## config.mk

```make
export PLATFORM = sky130hd
export DESIGN_NAME = ubx_frame_receiver
export DESIGN_NICKNAME = d
export VERILOG_FILES = /design/src/design/ubx_pkg.sv /design/src/design/ubx_parser.sv /design/src/design/ubx_out_stage.sv /design/src/design/ubx_frame_receiver.sv
export SDC_FILE = /design/constraint.sdc
export NUM_CORES = 1
export LEC_CHECK = 0
export BUFFER_PORTS_ARGS = -buffer_cell sky130_fd_sc_hd__buf_4
export CORE_MARGIN = 8
export CORE_UTILIZATION = 45
export DETAILED_ROUTE_END_ITERATION = 16
export PLACE_DENSITY = 0.63
export SLEW_MARGIN = 25
export SYNTH_ARGS = -nofsm -noshare
export SYNTH_HDL_FRONTEND = slang
export SYNTH_SLANG_ARGS = --single-unit
```

## constraint.sdc

```tcl
create_clock -name clk -period 3.7 [get_ports clk]
set_input_delay 0.185 -clock clk [delete_from_list [all_inputs] [get_ports clk]]
set_output_delay 0.185 -clock clk [all_outputs]
set_load 0.01 [all_outputs]
```

## src/design/ubx_pkg.sv

```systemverilog
// Shared types and constants of the UBX frame receiver.
// No dependencies; used by every module of the block.
`default_nettype none

package ubx_pkg;

    // Framing constants
    localparam logic [7:0] SYNC_FIRST  = 8'hB5;
    localparam logic [7:0] SYNC_SECOND = 8'h62;
    localparam int         MAX_PAYLOAD = 128;

    // Width of the packed result bus
    localparam int TDATA_W = 56;

    // Receive phase, one-hot
    typedef enum logic [7:0] {
        PH_HUNT    = 8'b0000_0001,
        PH_CLASS   = 8'b0000_0010,
        PH_ID      = 8'b0000_0100,
        PH_LEN_LO  = 8'b0000_1000,
        PH_LEN_HI  = 8'b0001_0000,
        PH_PAYLOAD = 8'b0010_0000,
        PH_CK_A    = 8'b0100_0000,
        PH_CK_B    = 8'b1000_0000
    } ubx_phase_t;

    // One result per received byte
    typedef struct packed {
        logic        payload_valid;
        logic [7:0]  payload_byte;
        logic [7:0]  payload_index;
        logic        frame_done;
        logic [7:0]  msg_class;
        logic [7:0]  msg_id;
        logic [15:0] msg_length;
        logic        checksum_ok;
        logic        length_too_long;
    } ubx_result_t;

endpackage

`default_nettype wire

```

## src/design/ubx_parser.sv

```systemverilog
// Frame parser: phase register, held header fields and Fletcher sums.
// Depends on ubx_pkg.
`default_nettype none

module ubx_parser
#(
    parameter int MAX_PAYLOAD = ubx_pkg::MAX_PAYLOAD
)
(
    input  wire logic                 clk,
    input  wire logic                 rst_n,
    input  wire logic                 accept,
    input  wire logic [7:0]           rx_byte,
    output ubx_pkg::ubx_result_t      result
);

    ubx_pkg::ubx_phase_t phase_reg, phase_next;
    logic        sync_seen_reg, sync_seen_next;
    logic [7:0]  byte_count_reg, byte_count_next;
    logic [7:0]  held_class_reg, held_class_next;
    logic [7:0]  held_id_reg, held_id_next;
    logic [15:0] held_length_reg, held_length_next;
    logic [7:0]  sum_a_reg, sum_a_next;
    logic [7:0]  sum_b_reg, sum_b_next;
    logic [7:0]  first_check_reg, first_check_next;

    logic [7:0]  sum_a_base;
    logic [7:0]  sum_b_base;
    logic [7:0]  sum_a_add;
    logic [7:0]  sum_b_add;
    logic [7:0]  byte_count_inc;
    logic [15:0] length_full;

    // Fletcher step; the class byte restarts both sums
    always_comb
    begin
        sum_a_base = (phase_reg == ubx_pkg::PH_CLASS) ? 8'd0 : sum_a_reg;
        sum_b_base = (phase_reg == ubx_pkg::PH_CLASS) ? 8'd0 : sum_b_reg;
        sum_a_add  = sum_a_base + rx_byte;
        sum_b_add  = sum_b_base + sum_a_add;
    end

    assign byte_count_inc = byte_count_reg + 8'd1;
    assign length_full    = {rx_byte, held_length_reg[7:0]};

    // Next state and result for the byte in hand
    always_comb
    begin
        phase_next       = phase_reg;
        sync_seen_next   = sync_seen_reg;
        byte_count_next  = byte_count_reg;
        held_class_next  = held_class_reg;
        held_id_next     = held_id_reg;
        held_length_next = held_length_reg;
        sum_a_next       = sum_a_reg;
        sum_b_next       = sum_b_reg;
        first_check_next = first_check_reg;

        result.payload_valid   = 1'b0;
        result.payload_byte    = 8'd0;
        result.payload_index   = 8'd0;
        result.frame_done      = 1'b0;
        result.checksum_ok     = 1'b0;
        result.length_too_long = 1'b0;

        unique case (phase_reg)
            ubx_pkg::PH_HUNT:
            begin
                // a wrong second byte drops the pair without re-testing it
                if (sync_seen_reg)
                begin
                    sync_seen_next = 1'b0;
                    if (rx_byte == ubx_pkg::SYNC_SECOND)
                    begin
                        phase_next = ubx_pkg::PH_CLASS;
                    end
                end
                else if (rx_byte == ubx_pkg::SYNC_FIRST)
                begin
                    sync_seen_next = 1'b1;
                end
            end
            ubx_pkg::PH_CLASS:
            begin
                held_class_next = rx_byte;
                sum_a_next      = sum_a_add;
                sum_b_next      = sum_b_add;
                phase_next      = ubx_pkg::PH_ID;
            end
            ubx_pkg::PH_ID:
            begin
                held_id_next = rx_byte;
                sum_a_next   = sum_a_add;
                sum_b_next   = sum_b_add;
                phase_next   = ubx_pkg::PH_LEN_LO;
            end
            ubx_pkg::PH_LEN_LO:
            begin
                held_length_next = {8'd0, rx_byte};
                sum_a_next       = sum_a_add;
                sum_b_next       = sum_b_add;
                phase_next       = ubx_pkg::PH_LEN_HI;
            end
            ubx_pkg::PH_LEN_HI:
            begin
                // a zero length skips straight to the checksum
                held_length_next = length_full;
                sum_a_next       = sum_a_add;
                sum_b_next       = sum_b_add;
                byte_count_next  = 8'd0;
                phase_next       = (length_full == 16'd0) ? ubx_pkg::PH_CK_A
                                                          : ubx_pkg::PH_PAYLOAD;
            end
            ubx_pkg::PH_PAYLOAD:
            begin
                result.payload_valid = 1'b1;
                result.payload_byte  = rx_byte;
                result.payload_index = byte_count_reg;
                sum_a_next           = sum_a_add;
                sum_b_next           = sum_b_add;
                byte_count_next      = byte_count_inc;
                // stop at the declared length or at the payload limit
                if (({8'd0, byte_count_inc} == held_length_reg)
                    || (byte_count_inc >= 8'(MAX_PAYLOAD)))
                begin
                    phase_next = ubx_pkg::PH_CK_A;
                end
            end
            ubx_pkg::PH_CK_A:
            begin
                first_check_next = rx_byte;
                phase_next       = ubx_pkg::PH_CK_B;
            end
            ubx_pkg::PH_CK_B:
            begin
                result.frame_done      = 1'b1;
                result.checksum_ok     = (first_check_reg == sum_a_reg)
                                         && (rx_byte == sum_b_reg);
                result.length_too_long = held_length_reg > 16'(MAX_PAYLOAD);
                phase_next             = ubx_pkg::PH_HUNT;
                sync_seen_next         = 1'b0;
            end
            default:
            begin
                phase_next     = ubx_pkg::PH_HUNT;
                sync_seen_next = 1'b0;
            end
        endcase

        result.msg_class  = held_class_next;
        result.msg_id     = held_id_next;
        result.msg_length = held_length_next;
    end

    // Advance the parser on each accepted byte
    always_ff @(posedge clk or negedge rst_n)
    begin
        if (!rst_n)
        begin
            phase_reg       <= ubx_pkg::PH_HUNT;
            sync_seen_reg   <= 1'b0;
            byte_count_reg  <= 8'd0;
            held_class_reg  <= 8'd0;
            held_id_reg     <= 8'd0;
            held_length_reg <= 16'd0;
            sum_a_reg       <= 8'd0;
            sum_b_reg       <= 8'd0;
            first_check_reg <= 8'd0;
        end
        else if (accept)
        begin
            phase_reg       <= phase_next;
            sync_seen_reg   <= sync_seen_next;
            byte_count_reg  <= byte_count_next;
            held_class_reg  <= held_class_next;
            held_id_reg     <= held_id_next;
            held_length_reg <= held_length_next;
            sum_a_reg       <= sum_a_next;
            sum_b_reg       <= sum_b_next;
            first_check_reg <= first_check_next;
        end
    end

endmodule

`default_nettype wire

```

## src/design/ubx_out_stage.sv

```systemverilog
// Result register with stream handshake towards the consumer.
// Depends on ubx_pkg.
`default_nettype none

module ubx_out_stage
(
    input  wire logic                          clk,
    input  wire logic                          rst_n,
    input  wire logic                          load,
    input  wire ubx_pkg::ubx_result_t          result,
    output logic                               ready,
    output logic                               m_tvalid,
    input  wire logic                          m_tready,
    output logic [ubx_pkg::TDATA_W-1:0]        m_tdata,
    output logic                               m_tuser,
    output logic                               m_tlast
);

    logic                 valid_reg, valid_next;
    ubx_pkg::ubx_result_t data_reg;

    // Take a new request whenever the register is empty or being drained
    assign ready = !valid_reg || m_tready;

    always_comb
    begin
        valid_next = valid_reg;
        if (load)
        begin
            valid_next = 1'b1;
        end
        else if (m_tready)
        begin
            valid_next = 1'b0;
        end
    end

    always_ff @(posedge clk or negedge rst_n)
    begin
        if (!rst_n)
        begin
            valid_reg <= 1'b0;
        end
        else
        begin
            valid_reg <= valid_next;
        end
    end

    // Hold the result payload until it is taken
    always_ff @(posedge clk)
    begin
        if (load)
        begin
            data_reg <= result;
        end
    end

    assign m_tvalid = valid_reg;
    assign m_tuser  = data_reg.payload_valid;
    assign m_tlast  = data_reg.frame_done;
    assign m_tdata  = {6'd0,
                       data_reg.length_too_long,
                       data_reg.checksum_ok,
                       data_reg.msg_length,
                       data_reg.msg_id,
                       data_reg.msg_class,
                       data_reg.payload_index,
                       data_reg.payload_byte};

endmodule

`default_nettype wire

```

## src/design/ubx_frame_receiver.sv

```systemverilog
// UBX frame receiver: one received byte in, one result out per byte.
// A result is registered and presented in the cycle after its byte is accepted.
// Throughput: one byte per cycle while s_tready is high.
// s_tready drops only while the result register is full and not being taken.
// Reset (rst_n low, asynchronous): hunting for sync, held fields and sums zero.
`default_nettype none

module ubx_frame_receiver
#(
    parameter int MAX_PAYLOAD = ubx_pkg::MAX_PAYLOAD
)
(
    input  wire logic                          clk,
    input  wire logic                          rst_n,
    input  wire logic                          s_tvalid,
    output logic                               s_tready,
    input  wire logic [7:0]                    s_tdata,   // [7:0] rx_byte
    output logic                               m_tvalid,
    input  wire logic                          m_tready,
    // [7:0] payload_byte, [15:8] payload_index, [23:16] msg_class,
    // [31:24] msg_id, [47:32] msg_length, [48] checksum_ok,
    // [49] length_too_long, [55:50] zero
    output logic [ubx_pkg::TDATA_W-1:0]        m_tdata,
    output logic                               m_tuser,   // [0] payload_valid
    output logic                               m_tlast    // frame_done
);

    logic                 accept;
    ubx_pkg::ubx_result_t result;

    assign accept = s_tvalid && s_tready;

    ubx_parser
    #(
        .MAX_PAYLOAD (MAX_PAYLOAD)
    )
    u_parser
    (
        .clk     (clk),
        .rst_n   (rst_n),
        .accept  (accept),
        .rx_byte (s_tdata),
        .result  (result)
    );

    ubx_out_stage u_out
    (
        .clk      (clk),
        .rst_n    (rst_n),
        .load     (accept),
        .result   (result),
        .ready    (s_tready),
        .m_tvalid (m_tvalid),
        .m_tready (m_tready),
        .m_tdata  (m_tdata),
        .m_tuser  (m_tuser),
        .m_tlast  (m_tlast)
    );

endmodule

`default_nettype wire

```

# [Word-level counts from Yosys, hierarchy flattened]
# Cells that the tools add are included.
[totals] reg_bits=126 inputBits=12 out_inout_bits=60 elab_cells=74
[classes] n_addsub=3 magnitude_cmp=2 n_eq_ne=16 n_mux=18 bitwise=1 reduce_logical=15
[ops] op="8-bit two-way mux" n=7
[ops] op="8-bit case mux with 7 select lines" n=1
[ops] op="16-bit case mux with 2 select lines" n=1
[ops] op="17-bit two-way mux" n=1
[ops] op="8-bit adder" n=2
[ops] op="8-bit by 16-bit equality test with 1-bit output" n=1
[ops] op="8-bit by 7-bit equality test with 1-bit output, second input constant" n=2
[ops] op="8-bit equality test" n=2
[ops] op="8-bit equality test, second input constant" n=2
[ops] op="16-bit by 8-bit > comparator with 1-bit output, second input constant" n=1
[ops] op="16-bit logical NOT" n=1
[ops] op="8-bit case mux with 2 select lines" n=1
[ops] op="8-bit by 1-bit adder with 8-bit output, second input constant" n=1
[ops] op="8-bit by 1-bit equality test with 1-bit output, second input constant" n=1
[ops] op="8-bit by 2-bit equality test with 1-bit output, second input constant" n=1
[ops] op="8-bit by 3-bit equality test with 1-bit output, second input constant" n=1
[ops] op="8-bit by 4-bit equality test with 1-bit output, second input constant" n=1
[ops] op="8-bit by 5-bit equality test with 1-bit output, second input constant" n=1
[ops] op="8-bit by 6-bit equality test with 1-bit output, second input constant" n=1
[ops] op="8-bit >= comparator, second input constant" n=1
[ops] op="2-bit AND reduction" n=4
[ops] op="7-bit two-way mux" n=1
[ops] op="2-bit by 1-bit inequality test with 1-bit output, second input constant" n=3
[ops] op="6-bit OR reduction" n=1
[ops] op="other kinds (9)" n=16

# [Logic depth before layout (Yosys ltp)]
[depth] depth_word=5 ltp_mapped=18 mapped_depth_nobuf=17

# [By module]
# A second synthesis with hierarchy kept.
[unflattened] hier_cells=498 hier_area_um2=6244.7
[by_module_without_submodules] module="ubx_parser" instances=1 cells_per_inst=435 area_each_um2=4580.6 seq_area_each_um2=1828.0
[by_module_without_submodules] module="ubx_out_stage" instances=1 cells_per_inst=62 area_each_um2=1657.8 seq_area_each_um2=1586.5
[by_module_without_submodules] module="ubx_frame_receiver" instances=1 cells_per_inst=1 area_each_um2=6.3 seq_area_each_um2=0.0

# [Worst setup path after synthesis]
# Ideal clock, no wire load.
[synth_path] path_type="register -> register" startpoint="reg u_parser.phase_reg[5]" endpoint="reg u_parser.sum_b_reg[7]" setup_ps=124 arrival_time_ps=3993 t_required_ps=3576 setup_slack_ps=-417 path_stages_with_launch=18 path_buffers=2 period_less_slack_ps=4117 path_cell_list="dfrtp_1 nor4_2 nand4_2 clkbuf_1 clkbuf_1 and2_1 fa_1 a21o_1 a21oi_1 xnor2_1 ha_1 inv_1 nor2_1 a311oi_1 a21oi_1 xnor2_1 mux2i_1 a211o_1"
[synth_between] elab_chain_cells=4 word_cells_on_any_way=11 classes_between="2 x add/sub; 5 x eq/ne; 2 x mux; 2 x reduce/logical"
[synth_rtl] item="from (decl)" line="ubx_parser.sv:17" text="ubx_pkg::ubx_phase_t phase_reg, phase_next;"
[synth_rtl] item="from (signal assigned)" line="ubx_parser.sv:160" text="phase_reg <= ubx_pkg::PH_HUNT;"
[synth_rtl] item="from (signal assigned)" line="ubx_parser.sv:172" text="phase_reg <= phase_next;"
[synth_rtl] item="8-bit by 2-bit equality test with 1-bit output" line="ubx_parser.sv:37" text="sum_a_base = (phase_reg == ubx_pkg::PH_CLASS) ? 8'd0 : sum_a_reg;"
[synth_rtl] item="8-bit two-way mux" line="ubx_parser.sv:37"
[synth_rtl] item="8-bit adder" line="ubx_parser.sv:39" text="sum_a_add = sum_a_base + rx_byte;"
[synth_rtl] item="via u_parser.sum_a_add[4]" line="ubx_parser.sv:29" text="logic [7:0] sum_a_add;"
[synth_rtl] item="8-bit adder" line="ubx_parser.sv:40" text="sum_b_add = sum_b_base + sum_a_add;"
[synth_rtl] item="to (signal assigned)" line="ubx_parser.sv:179" text="sum_b_reg <= sum_b_next;"
[synth_rtl] item="to (decl)" line="ubx_parser.sv:24" text="logic [7:0] sum_b_reg, sum_b_next;"
# The timed path passes the listed nets, and every way through them passes these cells.
# A chain may end at the register's enable or synchronous reset.

# [Worst setup path in the final report]
[layout_path] startpoint="reg u_parser.phase_reg[6]" endpoint="reg u_parser.sum_b_reg[7]"
# Same word-level chain as after synthesis.

==> summary.txt <==
Outcome
  • Outcome: finished clean

Synthesis
  • Sequential fraction of the synthesis area: 53.35%
  • Async set or reset register ratio after synthesis: between 50 and 60%
  • Synth Register Bits: 126
  • Post-synth EDFFs: 52
  • Area leader, netlist: dfrtp_1
  • Synth unique cells: between 60 and 70
  • Mapped Avg Cell Area: between 10 and 15 um2
  • Post-synthesis cell area: ~6400 um2
  • Share of the synthesized area in the top cell type: ~29%
  • Synth warn: 0
  • Cells after Synth: roughly 560
  • Leading post-synthesis cells by cell area: dfrtp_1, edfxtp_1, mux2_2
  • Main synth FF type: dfrtp_1

Global routing
  • Largest net degree at the start of global routing: 80
  • Wire length of the first global-routing pass: about 23 mm
  • Total GRT Usage: 16.27%
  • Vias in the first global route: ~4300
  • Remaining Overflow, GRT: 0
  • Initial antenna violation count: 0

Clock tree
  • Clk root buf: clkbuf_16
  • Insertion delay of the later-clocked pin in the worst-skew pair: between 0.4 and 0.5 ns
  • Clock sinks: 126
  • Register clock-pin slew on the reported worst setup and hold paths: approximately 0.060 ns
  • Clk buf depth: 2
  • H-tree depth: 4
  • Num CTS Buffers: 17
  • CTS tree: yes

STA
  • Setup violations, final: 0
  • Layout Skew: ~0.012 ns
  • Slew Limit Fails: 0
  • Final Critical Period: around 3.7 ns
  • Worst slew pin tran: 0.9144 ns
  • Fin Setup TNS: 0 ns
  • Final period util: ~99%
  • Hold Vio Cnt, Final: 0
  • Final worst setup slack: roughly 0.034 ns
  • Max Freq: between 0.2 and 0.3 GHz
  • RSZ-0062 raised after global routing: true
  • Hold slack: between 0.08 and 0.09 ns
  • Slew HR: approximately two fifths

Worst setup path
  • Reg2reg end: u_parser.sum_b_reg[7]$_DFFE_PN0P_
  • Worst path cell trace: nor4_4, nand4_2, and2_1, ha_2, fa_2, a21o_1, a21oi_2, xnor2_1, ha_1, inv_2, nor2_1, a311oi_2, a21oi_1, xnor2_1, mux2i_1, a211o_1
  • Worst path max stage delay: 0.41 ns
  • Slowest CP cell: dfrtp_1
  • Worst reg2reg startpoint: u_parser.phase_reg[6]$_DFFE_PN0P_
  • Startpoint Class: register
  • Worst Setup SP: u_parser.phase_reg[6]$_DFFE_PN0P_
  • Worst EP required: roughly 4.0 ns
  • Worst r2r path cells: 16
  • Crit-path most repeated cell: xnor2_1
  • Setup crit end kind: register
  • Crit path to: u_parser.sum_b_reg[7]$_DFFE_PN0P_
  • CP Data Arrival Time: 3.96 ns
  • Flop-to-flop setup slack: between 0.03 and 0.04 ns
  • Critical path peak fanout: 3
  • WS Path Type: reg2reg

Finish
  • Non-filler cells, final: 825
  • Fillcell total: between 1000 and 1500
  • Antenna Cells: 0
  • Commonest non-fill, non-tap cells in the layout: buf_4, dfrtp_1, nor2_1
  • Final net count: 661
  • Layout cell share with drive strength beyond 1: 28.99%
  • Max FFs per register: 50
  • Util after Layout: between 50% and 60%
  • Layout area overhead: 19.77%
  • Most common cell after layout, fill and taps aside: buf_4
  • Area of the multi-input gates: ~2800 um2
  • Fin area: 7665 um2
  • Register area: 3416 um2

Floorplanning
  • Die extent in x: 135.3 um
  • IO Pins: 72
  • DIE AREA: ~18000 um2
  • Die H: 135.3 um
  • Row count: between 40 and 50
  • CORE AREA: approximately 14000 um2
  • Starting Density: 46.11%

Route
  • Via count: roughly 4400
  • DRC viols: 0
  • WL per Instance: 17.40 um
  • Initial DRC Count: 414
  • DRT Pass-1 Iters: 5
  • Total Routed Length: about 14 mm
  • Via-to-Cell Ratio: 5.298
  • Routed Antenna Nets: 0

Pwr
  • Power density cells: 823.8 nW/um2
  • Leak: about 3.3 nW
  • Tot Pwr: about 6.3 mW
  • Maximum vdd drop: 324.5 uV

Place
  • Place WS: approximately 0.034 ns
  • Gp weighted congestion: about 0.9
  • Placement Cell Area: just over 7000 um2
  • Port Buffers: 65
  • DP Cell Count: ~800
  • HPWL after detailed placement: 9.633 mm

Job
  • Max cap viols: 0

Worst hold path
  • Hold crit path type: in2reg
[layer usage]
layer / global-route usage [%] / part of all wire [%] / up-vias
li1: - / - / 2125
met1: 20.98 / 45 / 2117
met2: 25.47 / 48 / 113
met3: 4.822 / 6.0 / 16
met4: 5.861 / 1.1 / 0
met5: 0 / 0 / -
[cell type report]
cell class / count / share of cell area [%]
repair buffers: 78 / 7.803
inverters: 16 / 0.7835
clock buffers: 17 / 5.550
flip-flops and latches: 126 / 44.56
well taps: 180 / 2.938
clock inverters: 15 / 1.600
multi-input cells: 393 / 36.76
[where the power goes]
part	internal [mW]	switching [mW]
sequential	1.90	0.360
combinational	1.25	1.27
clock	0.916	0.619
total	4.07	2.25
[critical path, delay by kind of cell (launching register included)]
kind / cells / cell delay [ns]
and+or+nand+nor: 4 / 0.71
AOI/OAI and AO/OA: 5 / 1.00
muxes: 1 / 0.10
xor gates and xnor gates: 2 / 0.39
DFF: 1 / 0.41
buffers and inverters: 1 / 0.08
adders and majority gates: 3 / 0.83
[worst min-delay path by stage]
stage                  start                          to  slack, ns  cells after the start
finish              m_tready  u_out.m_tvalid$_DFFE_PN0P_       0.08                      3
global route        m_tready  u_out.m_tvalid$_DFFE_PN0P_       0.09                      3
CTS                 m_tready  u_out.m_tvalid$_DFFE_PN0P_       0.07                      3
detailed placement  s_tvalid  u_out.m_tvalid$_DFFE_PN0P_       0.39                      2
global placement    s_tvalid  u_out.m_tvalid$_DFFE_PN0P_       0.39                      2
floorplan              rst_n  u_out.m_tvalid$_DFFE_PN0P_      -0.11                      0
[logic make-up (layout without fill, tap and decap cells)]
kind of cell,Yosys count,count (layout),synth area share [%]
compound gates,76,76,8.172
xor+xnor,38,38,5.200
fa+ha+maj,17,17,3.558
buf+inv,50,126,3.578
flops,126,126,53.35
mux,55,55,9.697
other cells,1,6,0.05859
simple gates,201,201,16.38
[Yosys cell counts (7+ instances only)]
cell type,number
a21oi_1,18
a22o_1,7
and2_1,30
buf_4,7
clkbuf_1,18
dfrtp_1,73
edfxtp_1,52
ha_1,15
inv_1,15
mux2_2,48
nand2_1,44
nand3_1,9
nand4_1,9
nor2_1,67
nor2b_1,7
o21ai_0,17
xnor2_1,13
xor2_1,25
[timing repair]
item	4_1_cts	5_1_grt
setup buffers	0	2
resized for setup	0	5
setup endpoints to repair	0	1
hold endpoints to repair	74	0
hold buffers	2	0
Note: power is estimated with default switching activity, not from simulation.
